File: src/rtl/assert_macros.svh
// Assertion macros used by the ring buffer engine datapath (urb_datapath).
// Expects clk and rst to be in scope where a macro is used.
`ifndef ASSERT_MACROS_SVH
`define ASSERT_MACROS_SVH

// Condition holds on every clock edge outside reset.
`define URB_ASSERT(lbl, cond) \
  lbl: assert property (@(posedge clk) disable iff (rst) (cond)) \
    else $error("assertion failed");

// Antecedent in one cycle implies consequent in the next.
`define URB_ASSERT_NEXT(lbl, ante, cons) \
  lbl: assert property (@(posedge clk) disable iff (rst) (ante) |=> (cons)) \
    else $error("assertion failed");

`endif

File: src/rtl/urb_pkg.sv
// Shared types and constants for the UART ring buffer engine.
// No dependencies.
`timescale 1ns / 1ps

package urb_pkg;

  localparam int FUNC_W  = 2;
  localparam int BYTE_W  = 8;
  localparam int LEVEL_W = 5;

  localparam int DEF_RX_DEPTH = 16;
  localparam int DEF_TX_DEPTH = 16;

  localparam logic [FUNC_W-1:0] FN_RX     = 2'd0;
  localparam logic [FUNC_W-1:0] FN_TXDONE = 2'd1;
  localparam logic [FUNC_W-1:0] FN_PUT    = 2'd2;
  localparam logic [FUNC_W-1:0] FN_GET    = 2'd3;

  typedef struct packed {
    logic capture;
    logic exec;
  } urb_cmd_t;

endpackage

File: src/rtl/urb_ctrl.sv
// Sequencer for the ring buffer engine: accept, execute, deliver.
// Depends on urb_pkg.
`timescale 1ns / 1ps

module urb_ctrl
  import urb_pkg::*;
(
  input  logic     clk,
  input  logic     rst,
  input  logic     in_valid,
  output logic     in_ready,
  output logic     out_valid,
  input  logic     out_ready,
  output urb_cmd_t cmd
);

  localparam logic [1:0] S_IDLE = 2'd0;
  localparam logic [1:0] S_EXEC = 2'd1;
  localparam logic [1:0] S_RESP = 2'd2;

  logic [1:0] state;
  logic [1:0] state_next;

  always_comb begin
    state_next = state;
    unique case (state)
      S_IDLE: if (in_valid) state_next = S_EXEC;
      S_EXEC: state_next = S_RESP;
      S_RESP: if (out_ready) state_next = S_IDLE;
      default: state_next = S_IDLE;
    endcase
  end

  always_ff @(posedge clk) begin
    if (rst) begin
      state <= S_IDLE;
    end else begin
      state <= state_next;
    end
  end

  assign in_ready    = (state == S_IDLE) && !rst;
  assign out_valid   = (state == S_RESP);
  assign cmd.capture = in_valid && in_ready;
  assign cmd.exec    = (state == S_EXEC);

endmodule

File: src/rtl/urb_datapath.sv
// Ring pointers, counts, busy flag, both byte stores and the result register.
// Depends on urb_pkg and assert_macros.svh.
`timescale 1ns / 1ps
`include "assert_macros.svh"

module urb_datapath
  import urb_pkg::*;
#(
  parameter int RX_DEPTH = DEF_RX_DEPTH,
  parameter int TX_DEPTH = DEF_TX_DEPTH
) (
  input  logic               clk,
  input  logic               rst,
  input  urb_cmd_t           cmd,
  input  logic [FUNC_W-1:0]  func,
  input  logic [BYTE_W-1:0]  data_byte,
  output logic               tx_start,
  output logic [BYTE_W-1:0]  tx_byte,
  output logic               rx_valid,
  output logic [BYTE_W-1:0]  rx_byte,
  output logic               rx_dropped,
  output logic               put_refused,
  output logic [LEVEL_W-1:0] tx_room,
  output logic [LEVEL_W-1:0] rx_level,
  output logic               tx_busy
);

  localparam int RAW = $clog2(RX_DEPTH);
  localparam int TAW = $clog2(TX_DEPTH);
  localparam int RCW = $clog2(RX_DEPTH + 1);
  localparam int TCW = $clog2(TX_DEPTH + 1);
  localparam int ROW = (RCW > LEVEL_W) ? RCW : LEVEL_W;
  localparam int TOW = (TCW > LEVEL_W) ? TCW : LEVEL_W;

  localparam logic [RCW:0]   RX_FULL  = (RCW + 1)'(RX_DEPTH);
  localparam logic [TCW:0]   TX_FULL  = (TCW + 1)'(TX_DEPTH);
  localparam logic [RAW-1:0] RX_LAST  = RAW'(RX_DEPTH - 1);
  localparam logic [TAW-1:0] TX_LAST  = TAW'(TX_DEPTH - 1);

  logic [BYTE_W-1:0] rx_mem [RX_DEPTH];
  logic [BYTE_W-1:0] tx_mem [TX_DEPTH];

  logic [FUNC_W-1:0] func_r;
  logic [BYTE_W-1:0] byte_r;
  logic [RAW-1:0]    rx_head;
  logic [RCW-1:0]    rx_count;
  logic [TAW-1:0]    tx_head;
  logic [TCW-1:0]    tx_count;
  logic              busy;

  logic              tx_start_r;
  logic              tx_from_mem;
  logic              rx_valid_r;
  logic              rx_dropped_r;
  logic              put_refused_r;
  logic [BYTE_W-1:0] rx_rd;
  logic [BYTE_W-1:0] tx_rd;

  logic              rx_full;
  logic              tx_full;
  logic              rx_wr;
  logic              rx_pop;
  logic              tx_pop;
  logic              tx_queue;
  logic              tx_direct;
  logic [RCW:0]      rx_sum;
  logic [TCW:0]      tx_sum;
  logic [RCW:0]      rx_wsum;
  logic [TCW:0]      tx_wsum;
  logic [RAW-1:0]    rx_waddr;
  logic [TAW-1:0]    tx_waddr;
  logic [RAW-1:0]    rx_head_inc;
  logic [TAW-1:0]    tx_head_inc;
  logic [TCW-1:0]    room_full;
  logic [ROW-1:0]    rx_level_ext;
  logic [TOW-1:0]    tx_room_ext;

  assign rx_full   = ({1'b0, rx_count} >= RX_FULL);
  assign tx_full   = ({1'b0, tx_count} >= TX_FULL);
  assign rx_wr     = cmd.exec && (func_r == FN_RX) && !rx_full;
  assign rx_pop    = cmd.exec && (func_r == FN_GET) && (rx_count != '0);
  assign tx_pop    = cmd.exec && (func_r == FN_TXDONE) && (tx_count != '0);
  assign tx_queue  = cmd.exec && (func_r == FN_PUT) && !tx_full && busy;
  assign tx_direct = cmd.exec && (func_r == FN_PUT) && !tx_full && !busy;

  // write slot: (head + count) mod depth, sum stays below twice the depth
  assign rx_sum   = (RCW + 1)'(rx_head) + (RCW + 1)'(rx_count);
  assign tx_sum   = (TCW + 1)'(tx_head) + (TCW + 1)'(tx_count);
  assign rx_wsum  = (rx_sum >= RX_FULL) ? (rx_sum - RX_FULL) : rx_sum;
  assign tx_wsum  = (tx_sum >= TX_FULL) ? (tx_sum - TX_FULL) : tx_sum;
  assign rx_waddr = rx_wsum[RAW-1:0];
  assign tx_waddr = tx_wsum[TAW-1:0];

  assign rx_head_inc = (rx_head == RX_LAST) ? '0 : rx_head + 1'b1;
  assign tx_head_inc = (tx_head == TX_LAST) ? '0 : tx_head + 1'b1;

  always_ff @(posedge clk) begin
    if (cmd.capture) begin
      func_r <= func;
      byte_r <= data_byte;
    end
  end

  always_ff @(posedge clk) begin
    if (rst) begin
      rx_head  <= '0;
      rx_count <= '0;
      tx_head  <= '0;
      tx_count <= '0;
      busy     <= 1'b0;
    end else if (cmd.exec) begin
      if (rx_wr) begin
        rx_count <= rx_count + 1'b1;
      end
      if (rx_pop) begin
        rx_count <= rx_count - 1'b1;
        rx_head  <= rx_head_inc;
      end
      if (func_r == FN_TXDONE) begin
        busy <= tx_pop;
      end
      if (tx_pop) begin
        tx_count <= tx_count - 1'b1;
        tx_head  <= tx_head_inc;
      end
      if (tx_queue) begin
        tx_count <= tx_count + 1'b1;
      end
      if (tx_direct) begin
        busy <= 1'b1;
      end
    end
  end

  always_ff @(posedge clk) begin
    if (cmd.exec) begin
      tx_start_r    <= tx_pop || tx_direct;
      tx_from_mem   <= tx_pop;
      rx_valid_r    <= rx_pop;
      rx_dropped_r  <= (func_r == FN_RX) && rx_full;
      put_refused_r <= (func_r == FN_PUT) && tx_full;
    end
  end

  always_ff @(posedge clk) begin
    if (rx_wr) begin
      rx_mem[rx_waddr] <= byte_r;
    end
    if (rx_pop) begin
      rx_rd <= rx_mem[rx_head];
    end
  end

  always_ff @(posedge clk) begin
    if (tx_queue) begin
      tx_mem[tx_waddr] <= byte_r;
    end
    if (tx_pop) begin
      tx_rd <= tx_mem[tx_head];
    end
  end

  assign room_full    = TCW'(TX_DEPTH) - tx_count;
  assign tx_room_ext  = TOW'(room_full);
  assign rx_level_ext = ROW'(rx_count);

  assign tx_start    = tx_start_r;
  assign tx_byte     = !tx_start_r ? '0 : (tx_from_mem ? tx_rd : byte_r);
  assign rx_valid    = rx_valid_r;
  assign rx_byte     = rx_valid_r ? rx_rd : '0;
  assign rx_dropped  = rx_dropped_r;
  assign put_refused = put_refused_r;
  assign tx_room     = tx_room_ext[LEVEL_W-1:0];
  assign rx_level    = rx_level_ext[LEVEL_W-1:0];
  assign tx_busy     = busy;

  `URB_ASSERT(a_rx_count_bound, {1'b0, rx_count} <= RX_FULL)
  `URB_ASSERT(a_tx_queue_busy, (tx_count == '0) || busy)
  `URB_ASSERT_NEXT(a_rx_pop_count, rx_pop, rx_count == $past(rx_count) - 1'b1)
  `URB_ASSERT_NEXT(a_tx_start_src, cmd.exec, !(tx_start_r && rx_valid_r))

endmodule

File: src/rtl/uart_ring_buffer_engine.sv
// Top level of the UART ring buffer engine: sequencer plus datapath.
// Depends on urb_pkg, urb_ctrl and urb_datapath.
//
//   channel | handshake            | payload
//   in      | in_valid / in_ready  | func, data_byte
//   out     | out_valid / out_ready| tx_start, tx_byte, rx_valid, rx_byte, rx_dropped,
//           |                      | put_refused, tx_room, rx_level, tx_busy
//
// One request passes through three steps: accept, execute (one store access), deliver.
// The next request is accepted in the cycle after its result is taken.
// A stall on out holds the result and keeps in_ready low.
// Synchronous reset clears pointers, counts and the busy flag; stores need no clear.
`timescale 1ns / 1ps

module uart_ring_buffer_engine
  import urb_pkg::*;
#(
  parameter int RX_DEPTH = DEF_RX_DEPTH,
  parameter int TX_DEPTH = DEF_TX_DEPTH
) (
  input  logic               clk,
  input  logic               rst,
  input  logic               in_valid,
  output logic               in_ready,
  input  logic [FUNC_W-1:0]  func,
  input  logic [BYTE_W-1:0]  data_byte,
  output logic               out_valid,
  input  logic               out_ready,
  output logic               tx_start,
  output logic [BYTE_W-1:0]  tx_byte,
  output logic               rx_valid,
  output logic [BYTE_W-1:0]  rx_byte,
  output logic               rx_dropped,
  output logic               put_refused,
  output logic [LEVEL_W-1:0] tx_room,
  output logic [LEVEL_W-1:0] rx_level,
  output logic               tx_busy
);

  urb_cmd_t cmd;

  urb_ctrl u_ctrl (
    .clk       (clk),
    .rst       (rst),
    .in_valid  (in_valid),
    .in_ready  (in_ready),
    .out_valid (out_valid),
    .out_ready (out_ready),
    .cmd       (cmd)
  );

  urb_datapath #(
    .RX_DEPTH (RX_DEPTH),
    .TX_DEPTH (TX_DEPTH)
  ) u_datapath (
    .clk         (clk),
    .rst         (rst),
    .cmd         (cmd),
    .func        (func),
    .data_byte   (data_byte),
    .tx_start    (tx_start),
    .tx_byte     (tx_byte),
    .rx_valid    (rx_valid),
    .rx_byte     (rx_byte),
    .rx_dropped  (rx_dropped),
    .put_refused (put_refused),
    .tx_room     (tx_room),
    .rx_level    (rx_level),
    .tx_busy     (tx_busy)
  );

endmodule
File: config.mk
export PLATFORM = sky130hd
export DESIGN_NAME = uart_ring_buffer_engine
export DESIGN_NICKNAME = d
export VERILOG_FILES = /design/src/rtl/urb_pkg.sv /design/src/rtl/urb_ctrl.sv /design/src/rtl/urb_datapath.sv /design/src/rtl/uart_ring_buffer_engine.sv
export VERILOG_INCLUDE_DIRS = /design/src /design/src/rtl
export SDC_FILE = /design/constraint.sdc
export NUM_CORES = 1
export LEC_CHECK = 0
export BUFFER_PORTS_ARGS = -buffer_cell sky130_fd_sc_hd__clkbuf_2
export CORE_MARGIN = 1.5
export CORE_UTILIZATION = 40
export DETAILED_ROUTE_END_ITERATION = 6
export SLEW_MARGIN = 20
export SYNTH_ARGS = -nofsm -noshare
export SYNTH_HDL_FRONTEND = slang
export SYNTH_SLANG_ARGS = --single-unit
File: constraint.sdc
create_clock -name clk -period 3.3 [get_ports clk]
set_input_delay 0.495 -clock clk [delete_from_list [all_inputs] [get_ports clk]]
set_output_delay 0.495 -clock clk [all_outputs]
set_load 0.02 [all_outputs]
# After elaboration in Yosys (flattened, before gate mapping)
# Memory sizes are Yosys's and may differ from the RTL's. A register that Yosys moved wholly into a read port is not among the register bits.
# Index checks and enable logic that the tools add are counted.
[op_classes]
add_sub_neg = 11
mul = 0
div = 0
order_cmp = 4
eq_ne = 9
shifts = 0
n_mux = 20
bitwise = 0
reduce_logical = 32
[op_table]
columns = ["operator", "count"]
rows = [
  ["$mux 8", 3],
  ["$mux 5", 4],
  ["$mux 4", 4],
  ["$logic_and 1x1->1", 14],
  ["$add 4x5->6", 2],
  ["$ge 6x5->1 const B", 2],
  ["$reduce_and 2->1", 6],
  ["$add 5x1->5 const B", 2],
  ["$ge 5x5->1 const B", 2],
  ["$reduce_bool 5->1", 2],
  ["$sub 5x1->5 const B", 2],
  ["$add 4x1->4 const B", 2],
  ["$eq 4x4->1 const B", 2],
  ["$sub 4x1->4 const B", 2],
  ["$eq 2x2->1 const B", 3],
  ["$mux 1", 6],
  ["$pmux 2 s3", 1],
  ["$reduce_bool 2->1", 3],
  ["$sub 5x5->5 const A", 1],
  ["$eq 2x1->1 const B", 2],
  ["$logic_not 1->1", 4],
  ["$logic_not 2->1", 2],
  ["$mux 2", 2],
  ["$ne 2x1->1 const B", 1],
  ["other kinds (2)", 2],
]
[word_totals]
register_bits = 36
latchBits = 0
ramBits = 256
romBits = 0
inputBits = 14
out_inout_bits = 33
wordCells = 91
n_memories = 2
[memory_table]
columns = ["name", "words", "word_bits", "rd", "rd_ports_with_merged_regs", "wr", "line_no", "source"]
rows = [
  ["u_datapath.rx_mem", 16, 8, 1, 1, 1, "urb_datapath.sv:40", "logic [BYTE_W-1:0] rx_mem [RX_DEPTH];"],
  ["u_datapath.tx_mem", 16, 8, 1, 1, 1, "urb_datapath.sv:41", "logic [BYTE_W-1:0] tx_mem [TX_DEPTH];"],
]

# Longest topological paths before layout
[depth]
ltp_word = 6
depth_mapped = 13
ltp_nobuf = 12

# Hierarchy
# Synthesis repeated with hierarchy kept, for this count alone.
[unflattened]
cells_unflattened = 696
hier_area_um2 = 12587.1
[modules_own_cells]
columns = ["mod", "instances", "cells_per_inst", "area_each_um2", "seq_area_each_um2"]
rows = [
  ["urb_datapath", 1, 685, 12483.2, 8998.6],
  ["urb_ctrl", 1, 11, 103.8, 40.0],
]

# Worst setup path after synthesis
# Ideal clock, no wire load.
[synth_path]
kind = "register to register"
startpoint = "reg u_datapath.tx_count[0]"
endpoint = "mem u_datapath.tx_mem[8][0] (enable)"
setup_time_ns = 0.370
t_arrival_ns = 2.523
required_ns = 2.930
slack_ns = 0.407
stages_incl_launch_ff = 10
path_buffers = 1
period_less_slack_ns = 2.893
path_cell_list = "dfxtp_1 -> inv_1 -> ha_1 -> nor3b_1 -> ha_1 -> nand2b_1 -> or4_4 -> buf_6 -> or3_4 -> nor2_1"
[synth_between]
elab_chain_len = 6
word_cells_on_any_way = 10
cone_classes = "add/sub (2); order compare (2); mux (3); reduce/logical (3)"
[synth_lines]
columns = ["element", "line_no", "source"]
rows = [
  ["from (decl)", "urb_datapath.sv:48", "logic [TCW-1:0] tx_count;"],
  ["from (signal assigned)", "urb_datapath.sv:123", "tx_count <= tx_count - 1'b1;"],
  ["from (signal assigned)", "urb_datapath.sv:127", "tx_count <= tx_count + 1'b1;"],
  ["branches (longest 6 deep; another with $add 4x5->6)", "n/a", ""],
  ["to (decl)", "urb_datapath.sv:41", ""],
]
# Parallel ways; which one is timed is not known.

# Worst setup path in the final report
[layout_path]
startpoint = "reg u_datapath.tx_count[1]"
endpoint = "reg u_datapath.tx_count[4]"
[layout_between]
elab_chain_len = 6
word_cells_on_any_way = 12
cone_classes = "add/sub (2); order compare (1); mux (2); reduce/logical (7)"
[layout_lines]
columns = ["element", "line_no", "source"]
rows = [
  ["$ge 5x5->1", "urb_datapath.sv:79", "assign tx_full = ({1'b0, tx_count} >= TX_FULL);"],
  ["$logic_not 1->1", "urb_datapath.sv:83", "assign tx_queue = cmd.exec && (func_r == FN_PUT) && !tx_full && busy;"],
  ["$logic_and 1x1->1 (2 in a row)", "urb_datapath.sv:83", ""],
  ["$reduce_bool 2->1 (no line)", "n/a", ""],
  ["$reduce_and 2->1 (no line)", "n/a", ""],
]
# Parallel ways exist; a longest one is shown, timed or not. The select of a mux whose other input is x is not followed.
# A chain may end at the register's enable or synchronous reset.

==> flow_summary.toml <==
[pwr]
seqPwrFrac = 0.545
leakage_uw = 0.00482
p_int_uw = 6320
powerDensity_nw_per_um2 = 544
vdd_drop_max_mv = 0.417
power.share.clock = 0.437
p_sw_uw = 1540
sw_frac_of_total = 0.196
combPwrFrac = 0.018

[routing]
vias = 6634
avgViaCountPerCell = 5.52
routedWlPerCell_um = 22.8
dr.pass1.iters = 7
wl_um = 27400
ant_nets = 0
initialDrtViolationCount = 679
drc = 0

[placed_design]
gp_congestion = 0.873
place_ws_ns = 0.225
dpl.hpwl_um = 17700
port_buffers = 46

[cells_and_area]
diodes = 0
n_fill_cell = 2598
final_common_cell = "edfxtp_1"
multiInputGateArea_sq_um = 3320
areaGrowthSynthToFinish_pct = 15.1
fin_util = 0.469
drive_above_1_share = 0.253
seqCellArea_sq_um = 9040
nets = 817
final_cell_mix = "edfxtp_1 (287), mux4_2 (64), nor2_1 (50)"

[clock_network]
clock_latency_ns = 0.55
post_cts_resized = 0
cts_tree = "built"
cts_max_path_buffers = 3
cts.clk_slew.worst_paths_ns = 0.06
clock-root-buffer = "clkbuf_16"
htreeDepth = 1
post-cts-setup-buffers = 0
ctsHoldBuffers = 0
numCtsBuffers = 31
clock_sinks = 308

[yosys]
synth_area_leader_cell = "edfxtp_1"
syn_inst = 694
avgSynthCellArea_sq_um = 18.1
async_flop_share = 0
ys_seq_elements = 308
yosysUniqueCellTypes = 46
synth_edf_count = 287
yosys_warnings = 0
syn_area_sq_um = 12500
synth_nets = 730
ys_seq_area_frac = 0.721
synthTopCellsByArea = "edfxtp_1 (69%), mux4_2 (11%), dfxtp_1 (3.4%), a22oi_1 (1.9%), ha_1 (1.8%)"
ys.flop_type = "edfxtp_1"
yosysTopAreaCellShare = 0.687

[grt]
grt_pass1_wl_um = 42100
antenna_found_initial = 0
grt_max_degree = 38
track_usage = 0.171
grt_pass1_vias = 6748
overflow = 0

[timing]
clock.fmax_mhz = 321
min_period_ns = 3.11
timing.slew.headroom = 0.468
rsz0062_at_grt = "no"
drv_slew = 0
worst_slew_pin_slew_ns = 0.795
fin_ws_ns = 0.189
post-route-period-util = 0.943
finalClockSkew_ns = 0.00819
finalHoldViolCount = 0
setup_viol_count_final = 0
fin_setup_tns_ns = 0

[floorplan]
io_pins = 47
start_util = 0.408
core-area_sq_um = 30700
die_w_um = 180
dieArea_sq_um = 32400
die_y_um = 180
row_count = 64

[critical_path]
path_max_fanout = 10
cp.arrival_ns = 3.55
startpoint = "u_datapath.tx_count[1]"
worstPathRequired_ns = 3.73
crit_chain = "inv_1 -> ha_1 -> nor3b_1 -> ha_1 -> nand2b_1 -> or4_4 -> ha_1 -> a21oi_1 -> a21boi_0 -> mux2i_1 -> o211ai_1"
cp-end-kind = "register"
cp-start-kind = "register"
crit_top_cell = "ha_1"
slowest_stage = "or4_4"
max_stage_delay_ns = 0.50
r2r_cells = 11
crit_type = "reg -> reg"
r2r_start = "u_datapath.tx_count[1]"

[min_path]
worstHoldStart = "func[1]"
hold_path.class = "in -> reg"
hold_depth = 1

[status]
status = "completed"

[run]
cap_violations = 0
==> final cells by class <==
cell class                 instances  share of cell area
sequential                       308               0.626
clock buffer                      45              0.0615
clock inverter                    13             0.00858
tap                              396              0.0343
inverter                          12             0.00312
multi-input combinational        343               0.230
timing repair buffer              85              0.0362
==> cell families after synthesis <==
logic type	Yosys count	synth area share
adder cells (fa/ha/maj)	22	0.0243
AO/OA/AOI/OAI	80	0.0441
multiplexers	82	0.129
buffers and inverters	43	0.0149
flip-flops	308	0.721
XOR/XNOR	13	0.00908
AND/OR/NAND/NOR	146	0.0577
==> worst paths after layout <==
check                      endpoint  slack [ns]
max          u_datapath.tx_count[4]        0.19
max reg2reg  u_datapath.tx_count[4]        0.19
min reg2reg      u_datapath.tx_busy        0.54
min            u_datapath.func_r[1]        0.11
==> power by group through the flow <==
stage                     combinational, uW  sequential [uW]  clock [uW]
after floorplan                        53.5             4380           0
after global placement                  139             4360           0
after detailed placement                145             4360           0
after CTS                               145             4280        3490
after global routing                    156             4280        3650
final                                   144             4280        3430
==> cell usage after synthesis (2+ instances only) <==
library cell  count
edfxtp_1        287
a311oi_1          2
and2_1           13
a22oi_1          32
mux2i_1          18
ha_1             18
buf_6             2
a21o_1            7
fa_1              4
dfxtp_1          21
a211oi_1          3
nand2b_1          8
nand3_1           8
a21oi_1          22
nand2_1          27
a21boi_0          2
clkbuf_1         19
buf_1             4
xor2_1            5
o21ai_0           4
a41oi_1           2
nor2b_1          15
buf_2             5
nor3b_1           2
mux4_2           64
inv_1            10
nor2_1           50
nor3_1            9
xnor2_1           8
or4_1             2
nor4_1            2
nand3b_1          5
==> sequential cells by signal, summed over array words and instances, names as in the netlist <==
| name | count |
|---|---|
| u_datapath.rx_mem | 128 |
| u_datapath.tx_mem | 128 |
| u_datapath.byte_r | 8 |
| u_datapath.rx_rd | 8 |
| u_datapath.tx_rd | 8 |
| u_datapath.rx_level | 5 |
| u_datapath.tx_count | 5 |
| u_datapath.rx_head | 4 |
| u_datapath.tx_head | 4 |
| u_ctrl.state | 2 |
| u_datapath.func_r | 2 |
| u_datapath.put_refused | 1 |
| u_datapath.rx_dropped | 1 |
| u_datapath.rx_valid | 1 |
| u_datapath.tx_busy | 1 |
| u_datapath.tx_from_mem | 1 |
| u_datapath.tx_start | 1 |
==> stage by stage <==
| stage | hold WS [ns] | cells | area, sq um | total power [uW] |
|---|---|---|---|---|
| finish | 0.113 | 1202 | 14400 | 7860 |
| global route | 0.0918 | 1202 | 14400 | 8090 |
| CTS | 0.0889 | 1202 | 14400 | 7920 |
| detailed placement | 0.526 | 1144 | 13400 | 4510 |
| global placement | 0.512 | 1144 | 13400 | 4500 |
| floorplan | 0.543 | 694 | 12500 | 4430 |
==> worst max-delay path, delay by kind of cell (launching register included) <==
family,cells,cell delay [ns]
AND/OR/NAND/NOR,3,0.82
adder cells (fa/ha/maj),3,0.84
buffers and inverters,1,0.14
multiplexers,1,0.16
flip-flops,1,0.48
AO/OA/AOI/OAI,3,0.55
==> routing by layer <==
layer	vias to the layer above	routed length, um	GRT usage
met4	0	587	0.0397
met5	-	0	0
li1	2947	-	-
met1	3379	11800	0.241
met2	265	13300	0.284
met3	43	1670	0.0245
Note: power is estimated with default switching activity, not from simulation.
